$ cat src/trrs_pkg.sv
// Shared constants and types of the tick round-robin scheduler.
package trrs_pkg;
   localparam int MAX_JOBS = 64;
   localparam int SLOT_W = $clog2(MAX_JOBS);
   localparam int CNT_W = $clog2(MAX_JOBS + 1);

   localparam logic OP_LOAD = 1'b0;
   localparam logic OP_TICK = 1'b1;

   localparam logic [0:0] REG_POLICY = 1'b0;
   localparam logic [0:0] REG_SLICE = 1'b1;

   typedef struct packed {
      logic [15:0] ident;
      logic [15:0] arrival;
   } job_rec_type;

   typedef struct packed {
      logic [31:0] tick_time;
      logic        cpu_busy;
      logic [15:0] running_id;
      logic        first_dispatch;
      logic [31:0] response_time;
      logic        job_finished;
      logic [31:0] turnaround_time;
      logic [15:0] switch_count;
      logic        all_finished;
   } rsp_type;
endpackage

$ cat src/tick_round_robin_scheduler.sv
// Top level of the tick round-robin scheduler with its sequencer.
//
// Channel  Dir  Handshake            Contents
// req      in   req_tvalid/tready    tuser opcode, tdata id/arrival/burst
// rsp      out  rsp_tvalid/tready    tdata tick result
// csr      in   csr_wr_en            policy_mode, time_slice
//
// A load is written to the job memory if the table has room. A tick checks each pending
// arrival in turn, queues those that are due, dispatches from the queue when no job runs,
// charges the running job and then offers its result. The job memory and the queue each
// have one read port.
// Reset is synchronous; the started marks live in memory, so a clearing pass
// over all MAX_JOBS slots follows reset before the first item is taken.
// A stalled rsp holds the result; the next item is taken once it is gone.
module tick_round_robin_scheduler
   import trrs_pkg::*;
(
   input  logic         clock,
   input  logic         reset,
   input  logic         req_tvalid,
   output logic         req_tready,
   input  logic [0:0]   req_tuser,  // opcode
   input  logic [47:0]  req_tdata,  // job_id, arrival_time, burst_length
   output logic         rsp_tvalid,
   input  logic         rsp_tready,
   // tick_time, cpu_busy, running_id, first_dispatch, response_time,
   // job_finished, turnaround_time, switch_count, all_finished
   output logic [135:0] rsp_tdata,
   input  logic         csr_wr_en,
   input  logic [0:0]   csr_index,
   input  logic [7:0]   csr_wdata
);
   localparam logic [3:0] S_CLR = 4'd0, S_IDLE = 4'd1, S_ARD = 4'd2, S_ACHK = 4'd3,
      S_DRD = 4'd4, S_DJOB = 4'd5, S_RUN = 4'd6, S_RUN2 = 4'd7, S_OUT = 4'd8;

   logic [3:0] state_ff, state_in;
   logic policy_ff;
   logic [7:0] slice_cfg_ff;
   logic [SLOT_W-1:0] head_ff, head_in, tail_ff, tail_in, cur_ff, cur_in;
   logic [CNT_W-1:0] fill_ff, fill_in, loaded_ff, loaded_in, next_ff, next_in;
   logic [CNT_W-1:0] done_ff, done_in, clr_ff, clr_in;
   logic cur_valid_ff, cur_valid_in, last_valid_ff, last_valid_in;
   logic [7:0] used_ff, used_in;
   logic [31:0] tick_ff, tick_in;
   logic [15:0] sw_ff, sw_in, last_id_ff, last_id_in;
   logic out_valid_ff, out_valid_in;
   rsp_type out_ff, out_in;

   logic jw_en, jw_st, jr_st, qw_en;
   logic [SLOT_W-1:0] jw_addr, jr_addr, qw_addr, qw_data, qr_addr, qr_data;
   job_rec_type jw_rec, jr_rec;
   logic [15:0] jw_rem, jr_rem, burst;
   logic [32:0] tat_full;

   trrs_job_mem u_job (.clock, .wr_en(jw_en), .wr_addr(jw_addr), .wr_rec(jw_rec),
      .wr_rem(jw_rem), .wr_started(jw_st), .rd_addr(jr_addr), .rd_rec(jr_rec),
      .rd_rem(jr_rem), .rd_started(jr_st));
   trrs_fifo_mem u_fifo (.clock, .wr_en(qw_en), .wr_addr(qw_addr), .wr_data(qw_data),
      .rd_addr(qr_addr), .rd_data(qr_data));

   assign req_tready = (state_ff == S_IDLE) && !out_valid_ff;
   assign rsp_tvalid = out_valid_ff;
   assign rsp_tdata = {4'd0, out_ff.all_finished, out_ff.switch_count,
      out_ff.turnaround_time, out_ff.job_finished, out_ff.response_time,
      out_ff.first_dispatch, out_ff.running_id, out_ff.cpu_busy, out_ff.tick_time};
   assign burst = (req_tdata[47:32] == 16'd0) ? 16'd1 : req_tdata[47:32];
   assign tat_full = {1'b0, tick_ff} + 33'd1 - {17'd0, jr_rec.arrival};

   always_comb begin
      state_in = state_ff; head_in = head_ff; tail_in = tail_ff; cur_in = cur_ff;
      fill_in = fill_ff; loaded_in = loaded_ff; next_in = next_ff; done_in = done_ff;
      clr_in = clr_ff; cur_valid_in = cur_valid_ff; last_valid_in = last_valid_ff;
      used_in = used_ff; tick_in = tick_ff; sw_in = sw_ff; last_id_in = last_id_ff;
      out_valid_in = out_valid_ff && !rsp_tready; out_in = out_ff;
      jw_en = 1'b0; jw_addr = cur_ff; jw_rec = jr_rec; jw_rem = jr_rem; jw_st = jr_st;
      jr_addr = cur_ff; qw_en = 1'b0; qw_addr = tail_ff; qw_data = cur_ff; qr_addr = head_ff;
      unique case (state_ff)
         S_CLR: begin
            jw_en = 1'b1; jw_addr = clr_ff[SLOT_W-1:0]; jw_st = 1'b0;
            clr_in = clr_ff + 1'b1;
            if (clr_ff == CNT_W'(MAX_JOBS - 1)) state_in = S_IDLE;
         end
         S_IDLE: begin
            if (req_tvalid && req_tready) begin
               if (req_tuser[0] == OP_LOAD) begin
                  if (loaded_ff < CNT_W'(MAX_JOBS)) begin
                     jw_en = 1'b1; jw_addr = loaded_ff[SLOT_W-1:0];
                     jw_rec.ident = req_tdata[15:0]; jw_rec.arrival = req_tdata[31:16];
                     jw_rem = burst; jw_st = 1'b0;
                     loaded_in = loaded_ff + 1'b1;
                  end
               end else begin
                  out_in = '0; out_in.tick_time = tick_ff;
                  state_in = S_ARD;
               end
            end
         end
         S_ARD: begin
            jr_addr = next_ff[SLOT_W-1:0];
            state_in = (next_ff < loaded_ff) ? S_ACHK : S_DRD;
         end
         S_ACHK: begin
            if ({16'd0, jr_rec.arrival} <= tick_ff) begin
               if (fill_ff < CNT_W'(MAX_JOBS)) begin
                  qw_en = 1'b1; qw_data = next_ff[SLOT_W-1:0];
                  tail_in = (tail_ff == SLOT_W'(MAX_JOBS - 1)) ? '0 : tail_ff + 1'b1;
                  fill_in = fill_ff + 1'b1;
               end
               next_in = next_ff + 1'b1;
               state_in = S_ARD;
            end else state_in = S_DRD;
         end
         S_DRD: begin
            if (!cur_valid_ff && fill_ff != '0) begin
               head_in = (head_ff == SLOT_W'(MAX_JOBS - 1)) ? '0 : head_ff + 1'b1;
               fill_in = fill_ff - 1'b1;
               state_in = S_DJOB;
            end else state_in = S_RUN;
         end
         S_DJOB: begin
            cur_in = qr_data; cur_valid_in = 1'b1; used_in = '0;
            state_in = S_RUN;
         end
         S_RUN: begin
            state_in = cur_valid_ff ? S_RUN2 : S_OUT;
         end
         S_RUN2: begin
            if (!jr_st) begin
               out_in.first_dispatch = 1'b1;
               out_in.response_time = tick_ff - {16'd0, jr_rec.arrival};
            end
            out_in.cpu_busy = 1'b1; out_in.running_id = jr_rec.ident;
            if (last_valid_ff && jr_rec.ident != last_id_ff && sw_ff != 16'hFFFF)
               sw_in = sw_ff + 1'b1;
            last_id_in = jr_rec.ident; last_valid_in = 1'b1;
            jw_en = 1'b1; jw_st = 1'b1;
            jw_rem = (jr_rem != 16'd0) ? jr_rem - 1'b1 : 16'd0;
            used_in = (used_ff != 8'hFF) ? used_ff + 1'b1 : used_ff;
            if (jw_rem == 16'd0) begin
               out_in.job_finished = 1'b1;
               out_in.turnaround_time = tat_full[32] ? 32'hFFFFFFFF : tat_full[31:0];
               cur_valid_in = 1'b0; used_in = '0;
               if (done_ff < CNT_W'(MAX_JOBS)) done_in = done_ff + 1'b1;
            end else if (policy_ff && used_in >= slice_cfg_ff) begin
               if (fill_ff < CNT_W'(MAX_JOBS)) begin
                  qw_en = 1'b1;
                  tail_in = (tail_ff == SLOT_W'(MAX_JOBS - 1)) ? '0 : tail_ff + 1'b1;
                  fill_in = fill_ff + 1'b1;
               end
               cur_valid_in = 1'b0; used_in = '0;
            end
            state_in = S_OUT;
         end
         S_OUT: begin
            out_in.switch_count = sw_ff;
            out_in.all_finished = (loaded_ff != '0) && (done_ff == loaded_ff);
            out_valid_in = 1'b1;
            if (tick_ff != 32'hFFFFFFFF) tick_in = tick_ff + 1'b1;
            state_in = S_IDLE;
         end
         default: state_in = S_IDLE;
      endcase
   end

   always_ff @(posedge clock) begin
      if (reset) begin
         state_ff <= S_CLR; policy_ff <= 1'b0; slice_cfg_ff <= 8'd1;
         head_ff <= '0; tail_ff <= '0; cur_ff <= '0; fill_ff <= '0; loaded_ff <= '0;
         next_ff <= '0; done_ff <= '0; clr_ff <= '0; cur_valid_ff <= 1'b0;
         last_valid_ff <= 1'b0; used_ff <= '0; tick_ff <= '0; sw_ff <= '0;
         last_id_ff <= '0; out_valid_ff <= 1'b0;
      end else begin
         state_ff <= state_in; head_ff <= head_in; tail_ff <= tail_in; cur_ff <= cur_in;
         fill_ff <= fill_in; loaded_ff <= loaded_in; next_ff <= next_in; done_ff <= done_in;
         clr_ff <= clr_in; cur_valid_ff <= cur_valid_in; last_valid_ff <= last_valid_in;
         used_ff <= used_in; tick_ff <= tick_in; sw_ff <= sw_in; last_id_ff <= last_id_in;
         out_valid_ff <= out_valid_in;
         if (csr_wr_en) begin
            unique case (csr_index)
               REG_POLICY: policy_ff <= csr_wdata[0];
               REG_SLICE: slice_cfg_ff <= (csr_wdata == 8'd0) ? 8'd1 : csr_wdata;
               default: ;
            endcase
         end
      end
      out_ff <= out_in;
   end

   a_fill_bound: assert property (@(posedge clock) disable iff (reset)
      fill_ff <= CNT_W'(MAX_JOBS)) else $error("queue fill overflow");
   a_done_bound: assert property (@(posedge clock) disable iff (reset)
      done_ff <= loaded_ff) else $error("more jobs done than loaded");
   a_no_accept_busy: assert property (@(posedge clock) disable iff (reset)
      (state_ff != S_IDLE) |-> !req_tready) else $error("accept while busy");
   a_rsp_hold: assert property (@(posedge clock) disable iff (reset)
      (rsp_tvalid && !rsp_tready) |=> rsp_tvalid && $stable(rsp_tdata))
      else $error("result lost under stall");
endmodule

$ cat src/trrs_job_mem.sv
// Job table memory: identifier, arrival, remaining ticks and started mark per slot.
module trrs_job_mem
   import trrs_pkg::*;
(
   input  logic              clock,
   input  logic              wr_en,
   input  logic [SLOT_W-1:0] wr_addr,
   input  job_rec_type       wr_rec,
   input  logic [15:0]       wr_rem,
   input  logic              wr_started,
   input  logic [SLOT_W-1:0] rd_addr,
   output job_rec_type       rd_rec,
   output logic [15:0]       rd_rem,
   output logic              rd_started
);
   job_rec_type mem_rec [MAX_JOBS];
   logic [15:0] mem_rem [MAX_JOBS];
   logic        mem_st  [MAX_JOBS];

   always_ff @(posedge clock) begin
      if (wr_en) begin
         mem_rec[wr_addr] <= wr_rec;
         mem_rem[wr_addr] <= wr_rem;
         mem_st[wr_addr] <= wr_started;
      end
      rd_rec <= mem_rec[rd_addr];
      rd_rem <= mem_rem[rd_addr];
      rd_started <= mem_st[rd_addr];
   end
endmodule

$ cat src/trrs_fifo_mem.sv
// Ready queue storage holding job slot numbers.
module trrs_fifo_mem
   import trrs_pkg::*;
(
   input  logic              clock,
   input  logic              wr_en,
   input  logic [SLOT_W-1:0] wr_addr,
   input  logic [SLOT_W-1:0] wr_data,
   input  logic [SLOT_W-1:0] rd_addr,
   output logic [SLOT_W-1:0] rd_data
);
   logic [SLOT_W-1:0] mem [MAX_JOBS];

   always_ff @(posedge clock) begin
      if (wr_en) mem[wr_addr] <= wr_data;
      rd_data <= mem[rd_addr];
   end
endmodule

$ cat config.mk
export PLATFORM = sky130hd
export DESIGN_NAME = tick_round_robin_scheduler
export DESIGN_NICKNAME = d
export VERILOG_FILES = /design/src/trrs_pkg.sv /design/src/tick_round_robin_scheduler.sv /design/src/trrs_job_mem.sv /design/src/trrs_fifo_mem.sv
export SDC_FILE = /design/constraint.sdc
export NUM_CORES = 2
export LEC_CHECK = 0
export ABC_AREA = 1
export BUFFER_PORTS_ARGS = -buffer_cell sky130_fd_sc_hd__buf_2
export CAP_MARGIN = 40
export CORE_UTILIZATION = 39
export CTS_CLUSTER_DIAMETER = 200
export DETAILED_ROUTE_END_ITERATION = 10
export SYNTH_ARGS = -nofsm -noshare
export SYNTH_HDL_FRONTEND = slang
export SYNTH_SLANG_ARGS = --single-unit
export TNS_END_PERCENT = 10
$ cat constraint.sdc
create_clock -name clock -period 5.45 [get_ports clock]
set_input_delay 0.545 -clock clock [delete_from_list [all_inputs] [get_ports clock]]
set_output_delay 0.545 -clock clock [all_outputs]
set_load 0.02 [all_outputs]
# Yosys cells after proc, flatten, opt, wreduce, memory -nomap -nowiden
# Memories as Yosys holds them, arrays and structs flattened. A register that Yosys moved wholly into a read port is not among the register bits.
# Index checks and enable logic that the tools add are counted.
[totals] reg_bits=273 ram_bits=3520 input_bits=63 output_inout_bits=138 elab_cells=193 memories=4
[classes] addsub=15 magnitude_cmp=6 eq_ne=26 muxes=72 bitwise=2 n_reduce_logical=41
[memory_table] memory="u_job.mem_rec" words=64 width=32 read_ports=1 rd_ports_with_merged_regs=1 write_ports=1 line="trrs_job_mem.sv:16" text="job_rec_type mem_rec [MAX_JOBS];"
[memory_table] memory="u_job.mem_rem" words=64 width=16 read_ports=1 rd_ports_with_merged_regs=1 write_ports=1 line="trrs_job_mem.sv:17" text="logic [15:0] mem_rem [MAX_JOBS];"
[memory_table] memory="u_fifo.mem" words=64 width=6 read_ports=1 rd_ports_with_merged_regs=1 write_ports=1 line="trrs_fifo_mem.sv:12" text="logic [SLOT_W-1:0] mem [MAX_JOBS];"
[memory_table] memory="u_job.mem_st" words=64 width=1 read_ports=1 rd_ports_with_merged_regs=1 write_ports=1 line="trrs_job_mem.sv:18" text="logic mem_st [MAX_JOBS];"
[ops] op="2-to-1 mux 100 bit" count=2
[ops] op="one-hot mux 83 bit (2 select lines)" count=1
[ops] op="2-to-1 mux 32 bit" count=5
[ops] op="2-to-1 mux 16 bit" count=5
[ops] op="2-to-1 mux 6 bit" count=13
[ops] op="2-to-1 mux 33 bit" count=2
[ops] op="adder 7 x 1 -> 7 bit (second input constant)" count=5
[ops] op="2-to-1 mux 7 bit" count=5
[ops] op="one-hot mux 17 bit (2 select lines)" count=1
[ops] op="adder 32 x 1 -> 33 bit (second input constant)" count=1
[ops] op="subtractor 33 x 16 -> 33 bit" count=1
[ops] op="adder 32 x 1 -> 32 bit (second input constant)" count=1
[ops] op="less-or-equal comparator 16 x 32 -> 1 bit" count=1
[ops] op="logical NOT 16 bit" count=2
[ops] op="2-to-1 mux 8 bit" count=4
[ops] op="!= test 32 bit (second input constant)" count=1
[ops] op="one-hot mux 16 bit (2 select lines)" count=1
[ops] op="one-hot mux 4 bit (8 select lines)" count=1
[ops] op="subtractor 32 x 16 -> 32 bit" count=1
[ops] op="one-hot mux 6 bit (2 select lines)" count=2
[ops] op="less-than comparator 7 bit (second input constant)" count=3
[ops] op="one-hot mux 7 bit (3 select lines)" count=1
[ops] op="2-to-1 mux 1 bit" count=17
[ops] op="adder 16 x 1 -> 16 bit (second input constant)" count=1
[ops] op="39 further kinds" count=85

# Longest topological paths before layout
[depth] word_depth=9 ltp_mapped=21 ltp_nobuf=20

# Hierarchy
# From an unflattened synthesis, not the netlist that was laid out.
[unflattened] hier_cells=14027 area_unflattened_um2=159740.7
[modules_own_cells] module="trrs_job_mem" instances=1 cells_per_inst=10340 area_per_inst_um2=126294.9 seq_area_each_um2=95151.3
[modules_own_cells] module="tick_round_robin_scheduler" instances=1 cells_per_inst=2310 area_per_inst_um2=17521.8 seq_area_each_um2=6786.5
[modules_own_cells] module="trrs_fifo_mem" instances=1 cells_per_inst=1377 area_per_inst_um2=15924.0 seq_area_each_um2=11651.2

# Least setup slack after synthesis
# OpenSTA, ideal clock, no wires.
[synth_timing] kind="flip-flop to flip-flop" from="reg state_ff[0]" to="reg out_ff, in the netlist rsp_tdata[49] (enable)" setup_ns=0.473 arrival_ns=5.290 t_required_ns=4.977 path_slack_ns=-0.313 path_stages_with_launch=9 n_path_buf=0 period_less_slack_ns=5.763 cell_sequence="dfxtp_1 -> inv_2 -> nor2_2 -> nand2_1 -> nor2_4 -> nand2_1 -> nor2_1 -> nor2_1 -> a211oi_1"
[synth_via] elab_chain_cells=5 elab_cells_between_ends=9 cone_classes="eq/ne (5); reduce/logical (4)"
[synth_rtl] element="start, declared" line="tick_round_robin_scheduler.sv:36" text="logic [3:0] state_ff, state_in;"
[synth_rtl] element="start signal, assigned" line="tick_round_robin_scheduler.sv:173" text="state_ff <= state_in; head_ff <= head_in; tail_ff <= tail_in; cur_ff <= cur_in;"
[synth_rtl] element="== test 4 x 1 -> 1 bit" line="tick_round_robin_scheduler.sv:61" text="assign req_tready = (state_ff == S_IDLE) && !out_valid_ff;"
[synth_rtl] element="logical AND 1 bit" line="tick_round_robin_scheduler.sv:61"
[synth_rtl] element="net req_tready" line="tick_round_robin_scheduler.sv:21" text="output logic req_tready,"
[synth_rtl] element="logical AND 1 bit" line="tick_round_robin_scheduler.sv:84" text="if (req_tvalid && req_tready) begin"
[synth_rtl] element="!= test 2 x 1 -> 1 bit (no source line)"
[synth_rtl] element="AND reduction 4 bit (no source line)"
[synth_rtl] element="end signal, assigned" line="tick_round_robin_scheduler.sv:186" text="out_ff <= out_in;"
[synth_rtl] element="end, declared" line="tick_round_robin_scheduler.sv:47" text="rsp_type out_ff, out_in;"
# The timed path passes the listed nets, and every way through them passes these cells.
# A chain may end at the register's enable or synchronous reset.

# Worst setup path in the final report
[layout_timing] from="reg used_ff[0]" to="mem u_fifo.mem[26][0] in the netlist's numbering (enable)"
[layout_via] elab_chain_cells=9 elab_cells_between_ends=10 cone_classes="add/sub (1); order compare (1); eq/ne (1); mux (6); reduce/logical (1)"
[layout_rtl] element="start, declared" line="tick_round_robin_scheduler.sv:43" text="logic [7:0] used_ff, used_in;"
[layout_rtl] element="start signal, assigned" line="tick_round_robin_scheduler.sv:176" text="used_ff <= used_in; tick_ff <= tick_in; sw_ff <= sw_in; last_id_ff <= last_id_in;"
[layout_rtl] element="adder 8 x 1 -> 8 bit or != test 8 bit (tied branches)" line="tick_round_robin_scheduler.sv:138" text="used_in = (used_ff != 8'hFF) ? used_ff + 1'b1 : used_ff;"
[layout_rtl] element="2-to-1 mux 8 bit (*)" line="tick_round_robin_scheduler.sv:138"
[layout_rtl] element=">= comparator 8 bit (*)" line="tick_round_robin_scheduler.sv:144" text="end else if (policy_ff && used_in >= slice_cfg_ff) begin"
[layout_rtl] element="logical AND 1 bit (*)" line="tick_round_robin_scheduler.sv:144"
[layout_rtl] element="2-to-1 mux 1 bit (*)" line="tick_round_robin_scheduler.sv:144"
[layout_rtl] element="2-to-1 mux 1 bit (*)" line="tick_round_robin_scheduler.sv:139" text="if (jw_rem == 16'd0) begin"
[layout_rtl] element="one-hot mux 1 bit (2 select lines) (*)" line="tick_round_robin_scheduler.sv:77" text="unique case (state_ff)"
[layout_rtl] element="2-to-1 mux 1 bit (*)" line="trrs_fifo_mem.sv:15" text="if (wr_en) mem[wr_addr] <= wr_data;"
[layout_rtl] element="2-to-1 mux 1 bit (implied by the code) (*)" line="trrs_fifo_mem.sv:15"
[layout_rtl] element="end, declared" line="trrs_fifo_mem.sv:12"
# Mark *: on every way between the ends. The rest lies on a longest branch, timed or not.

==> impl_metrics.toml <==
[min_path]
min_from = "req_tvalid"
holdPathStages = 3
hold_end = "loaded_ff[1]$_SDFFE_PP0P_"
holdCritPathClass = "input port to flip-flop"

[finish]
syn2layout_area_growth_pct = 14.2
final_layout_size_suffix_gt1_frac = 0.0937
num-fill-cells = 36563
finalNetCount = 13643
multiInputGateArea_um2 = 38800
seqCellArea_um2 = 114000
final_area_um2 = 183000

[clock_tree]
htreeDepth = 5
clk_pin_slew_ps = 60
clk_path_buf_depth = 4
cts_tree = "built"
cts-root-buf = "clkbuf_16"
clock_latency_ps = 980
cts_num_sinks = 3848
cts_buffers = 393
cts_resized = 0

[place]
placed_cell_area_um2 = 170000
portBuffers = 196
place.gp.congestion = 0.900
hpwl_um = 275000

[drt]
drc = 0
drtAntennaViolNets = 0
vias = 106188
via_per_inst = 5.52
drt_iter0_markers = 11885
wirelength_um = 469000
wl_per_cell_um = 24.4
first_pass_iters = 6

[timing]
drv_slew = 0
relSlewSlack = 0.347
finalSetupViolCount = 0
worstMarginPinSlew_ps = 979
finalHoldViolCount = 0
setup_tns_ps = 0
post-route-period-util = 0.863
finClkSkew_ps = 90.1
rsz0062_at_grt = "false"
max_freq_mhz = 213
period_minus_slack_ps = 4700

[global_routing]
antenna_found_initial = 39
grt_usage = 0.219
overflow = 0
grt_pass1_wl_um = 682000
grt_max_degree = 142
grt_pass1_vias = 99894

[die]
num_io_pins = 201
initial_core_util = 0.393
die-height_um = 642
dieArea_um2 = 412000
rows = 234
fp.coreArea_um2 = 407000
die_w_um = 642

[pwr]
p_leak_nw = 62.8
power.density_nw_per_um2 = 407
ir_worst_vdd_mv = 0.324

[setup_path]
crit_chain = "ha_1 -> nand2_1 -> inv_1 -> nand4_1 -> nor2_1 -> inv_1 -> nand2_1 -> o21ai_0 -> ha_1 -> a21oi_1 -> o21ai_0 -> nand2_1 -> nand4_1 -> nand2_1 -> a21oi_1 -> nand3_1 -> nor3_1"
cp_max_fo = 10
r2r-start = "used_ff[0]$_SDFFE_PP0P_"
cp-start-kind = "flip-flop"
reg2reg_to = "u_fifo.mem[26][0]$_DFFE_PP_"
critPathKind = "flip-flop to flip-flop"
required_ps = 6020
reg2regPathDepth = 17
crit_path_end_kind = "flip-flop"
cp_slowest_cell = "nor3_1"
rrSetupSlack_ps = 750
arrival_ps = 5270
crit_path_max_incr_delay_ps = 860
path_common_cell = "nand2_1"

[synthesis]
ys_types = 62
syn_area_um2 = 160000
ys_ff_latch = 3848
yosysSeqAreaShare = 0.711
yosys-top-cells-area = "edfxtp_1 69%, o21ai_0 5.7%, nand3_1 4.3%, inv_1 3.2%, nand2_1 2.7%"
ys_warn_count = 0
yosysTopAreaCellShare = 0.686
synth-edff-count = 3652
synthCells = 13290
synthArstFlopShare = 0
synth.largest_area_cell = "edfxtp_1"
ys.flop_type = "edfxtp_1"
syn_avg_cell_area_um2 = 12.0

[run]
max-cap-violations = 0

[status]
status = "finished, final reports clean"
## synth_stat cells (209+ instances only)
| cell | number |
|---|---|
| edfxtp_1 | 3652 |
| o21ai_0 | 1826 |
| nand3_1 | 1372 |
| inv_1 | 1364 |
| nand2_1 | 1159 |
| nor2_1 | 803 |
| o21ai_1 | 648 |
| clkbuf_1 | 473 |
| o211ai_1 | 444 |
| buf_2 | 249 |
| a21oi_1 | 211 |
| o21bai_1 | 209 |
## layout by cell type, fill, tap and decap left out, drive strengths merged, types with 2 or more instances in the layout
master	netlist	routed
nor3b	6	6
diode	0	20
o21bai	209	209
nand3	1378	1378
a211oi	3	3
edfxtp	3652	3652
conb	1	4
a31oi	5	5
xnor2	17	17
clkinvlp	0	6
nand4	67	67
o21a	10	10
fa	16	16
ha	111	111
clkbuf	476	507
a21o	4	4
bufinv	0	33
o31ai	2	2
dlygate4sd3	0	13
nor2	813	813
a22oi	3	3
nand2	1169	1169
nor4	18	18
dfxtp	196	196
a21boi	4	4
and3	5	5
nand3b	3	3
or2	5	5
o221ai	55	55
clkinv	8	167
o211ai	454	454
a21oi	213	213
o21ai	2481	2481
nor3	73	73
inv	1373	1384
buf	335	563
o22ai	57	57
xor2	62	62
## metal layers
layer	global-route usage	wire [um]
met1	0.311	201000
met2	0.351	217000
met3	0.0357	39200
met4	0.0581	12200
met5	0	41
## logic make-up after synthesis
| family | count (synthesis) | synth area share |
|---|---|---|
| flip-flops | 3848 | 0.711 |
| XOR/XNOR | 79 | 0.00433 |
| AND/OR/NAND/NOR | 3538 | 0.0969 |
| adder cells (fa/ha/maj) | 127 | 0.0107 |
| AO/OA/AOI/OAI | 3505 | 0.123 |
| other | 1 | 0.0000235 |
| buffers and inverters | 2192 | 0.0544 |
## worst max-delay path by stage
stage / start / to / slack, ps / cells after the start
6_report: used_ff[0]$_SDFFE_PP0P_ / u_fifo.mem[26][0]$_DFFE_PP_ / 750 / 17
5_1_grt: used_ff[0]$_SDFFE_PP0P_ / u_fifo.mem[26][0]$_DFFE_PP_ / 350 / 17
4_1_cts: used_ff[0]$_SDFFE_PP0P_ / u_fifo.mem[26][0]$_DFFE_PP_ / 740 / 17
3_5_place_dp: used_ff[0]$_SDFFE_PP0P_ / u_fifo.mem[26][0]$_DFFE_PP_ / 760 / 17
3_3_place_gp: used_ff[0]$_SDFFE_PP0P_ / u_fifo.mem[29][4]$_DFFE_PP_ / 810 / 17
2_1_floorplan: tick_ff[0]$_SDFFE_PP0P_ / u_fifo.mem[0][0]$_DFFE_PP_ / -100 / 13
## critical path, delay by kind of cell (launching register included)
kind / cells / cell delay [ps]
adder cells (fa/ha/maj): 2 / 510
buffers and inverters: 2 / 220
AO/OA/AOI/OAI: 4 / 740
AND/OR/NAND/NOR: 9 / 2460
flip-flops: 1 / 390
## final cells by class
cell class                 count  share of cell area
antenna                       20            0.000274
clock buffer                 507              0.0575
clock inverter               209              0.0116
inverter                    1381              0.0286
multi-input combinational   7253               0.213
sequential                  3848               0.622
tap                         5428              0.0372
timing repair buffer         576              0.0301
## report_power, final
group	internal (mW)	switching (mW)
combinational	1.57	8.20
clock	15.2	11.4
sequential	37.4	0.451
total	54.2	20.1
## through the flow
step	hold WS (ps)	util	cells	setup WS (ps)	power, mW
finish	106	0.448	19222	748	74.2
global route	94.9	0.448	19206	347	76.3
CTS	28.9	0.448	19202	735	74.4
detailed placement	457	0.417	18473	763	48.1
global placement	451	0.416	18458	814	47.9
floorplan	435	-	13293	-99.8	43.0
## registers in the layout, summed over array words and instances (netlist names), 32 cells and up
name           flops
u_job.mem_rec   2048
rsp_tdata        132
u_job.mem_st      64
u_fifo.mem       384
u_job.mem_rem   1024
tick_ff           32
u_job.rd_rec      32
## repair_timing
action / in CTS / in global routing
hold buffers: 13 / 0
endpoints found under the hold margin: 13 / 0
buffers inserted: 0 / 0
No activity file was read; power rests on OpenSTA's default activity.
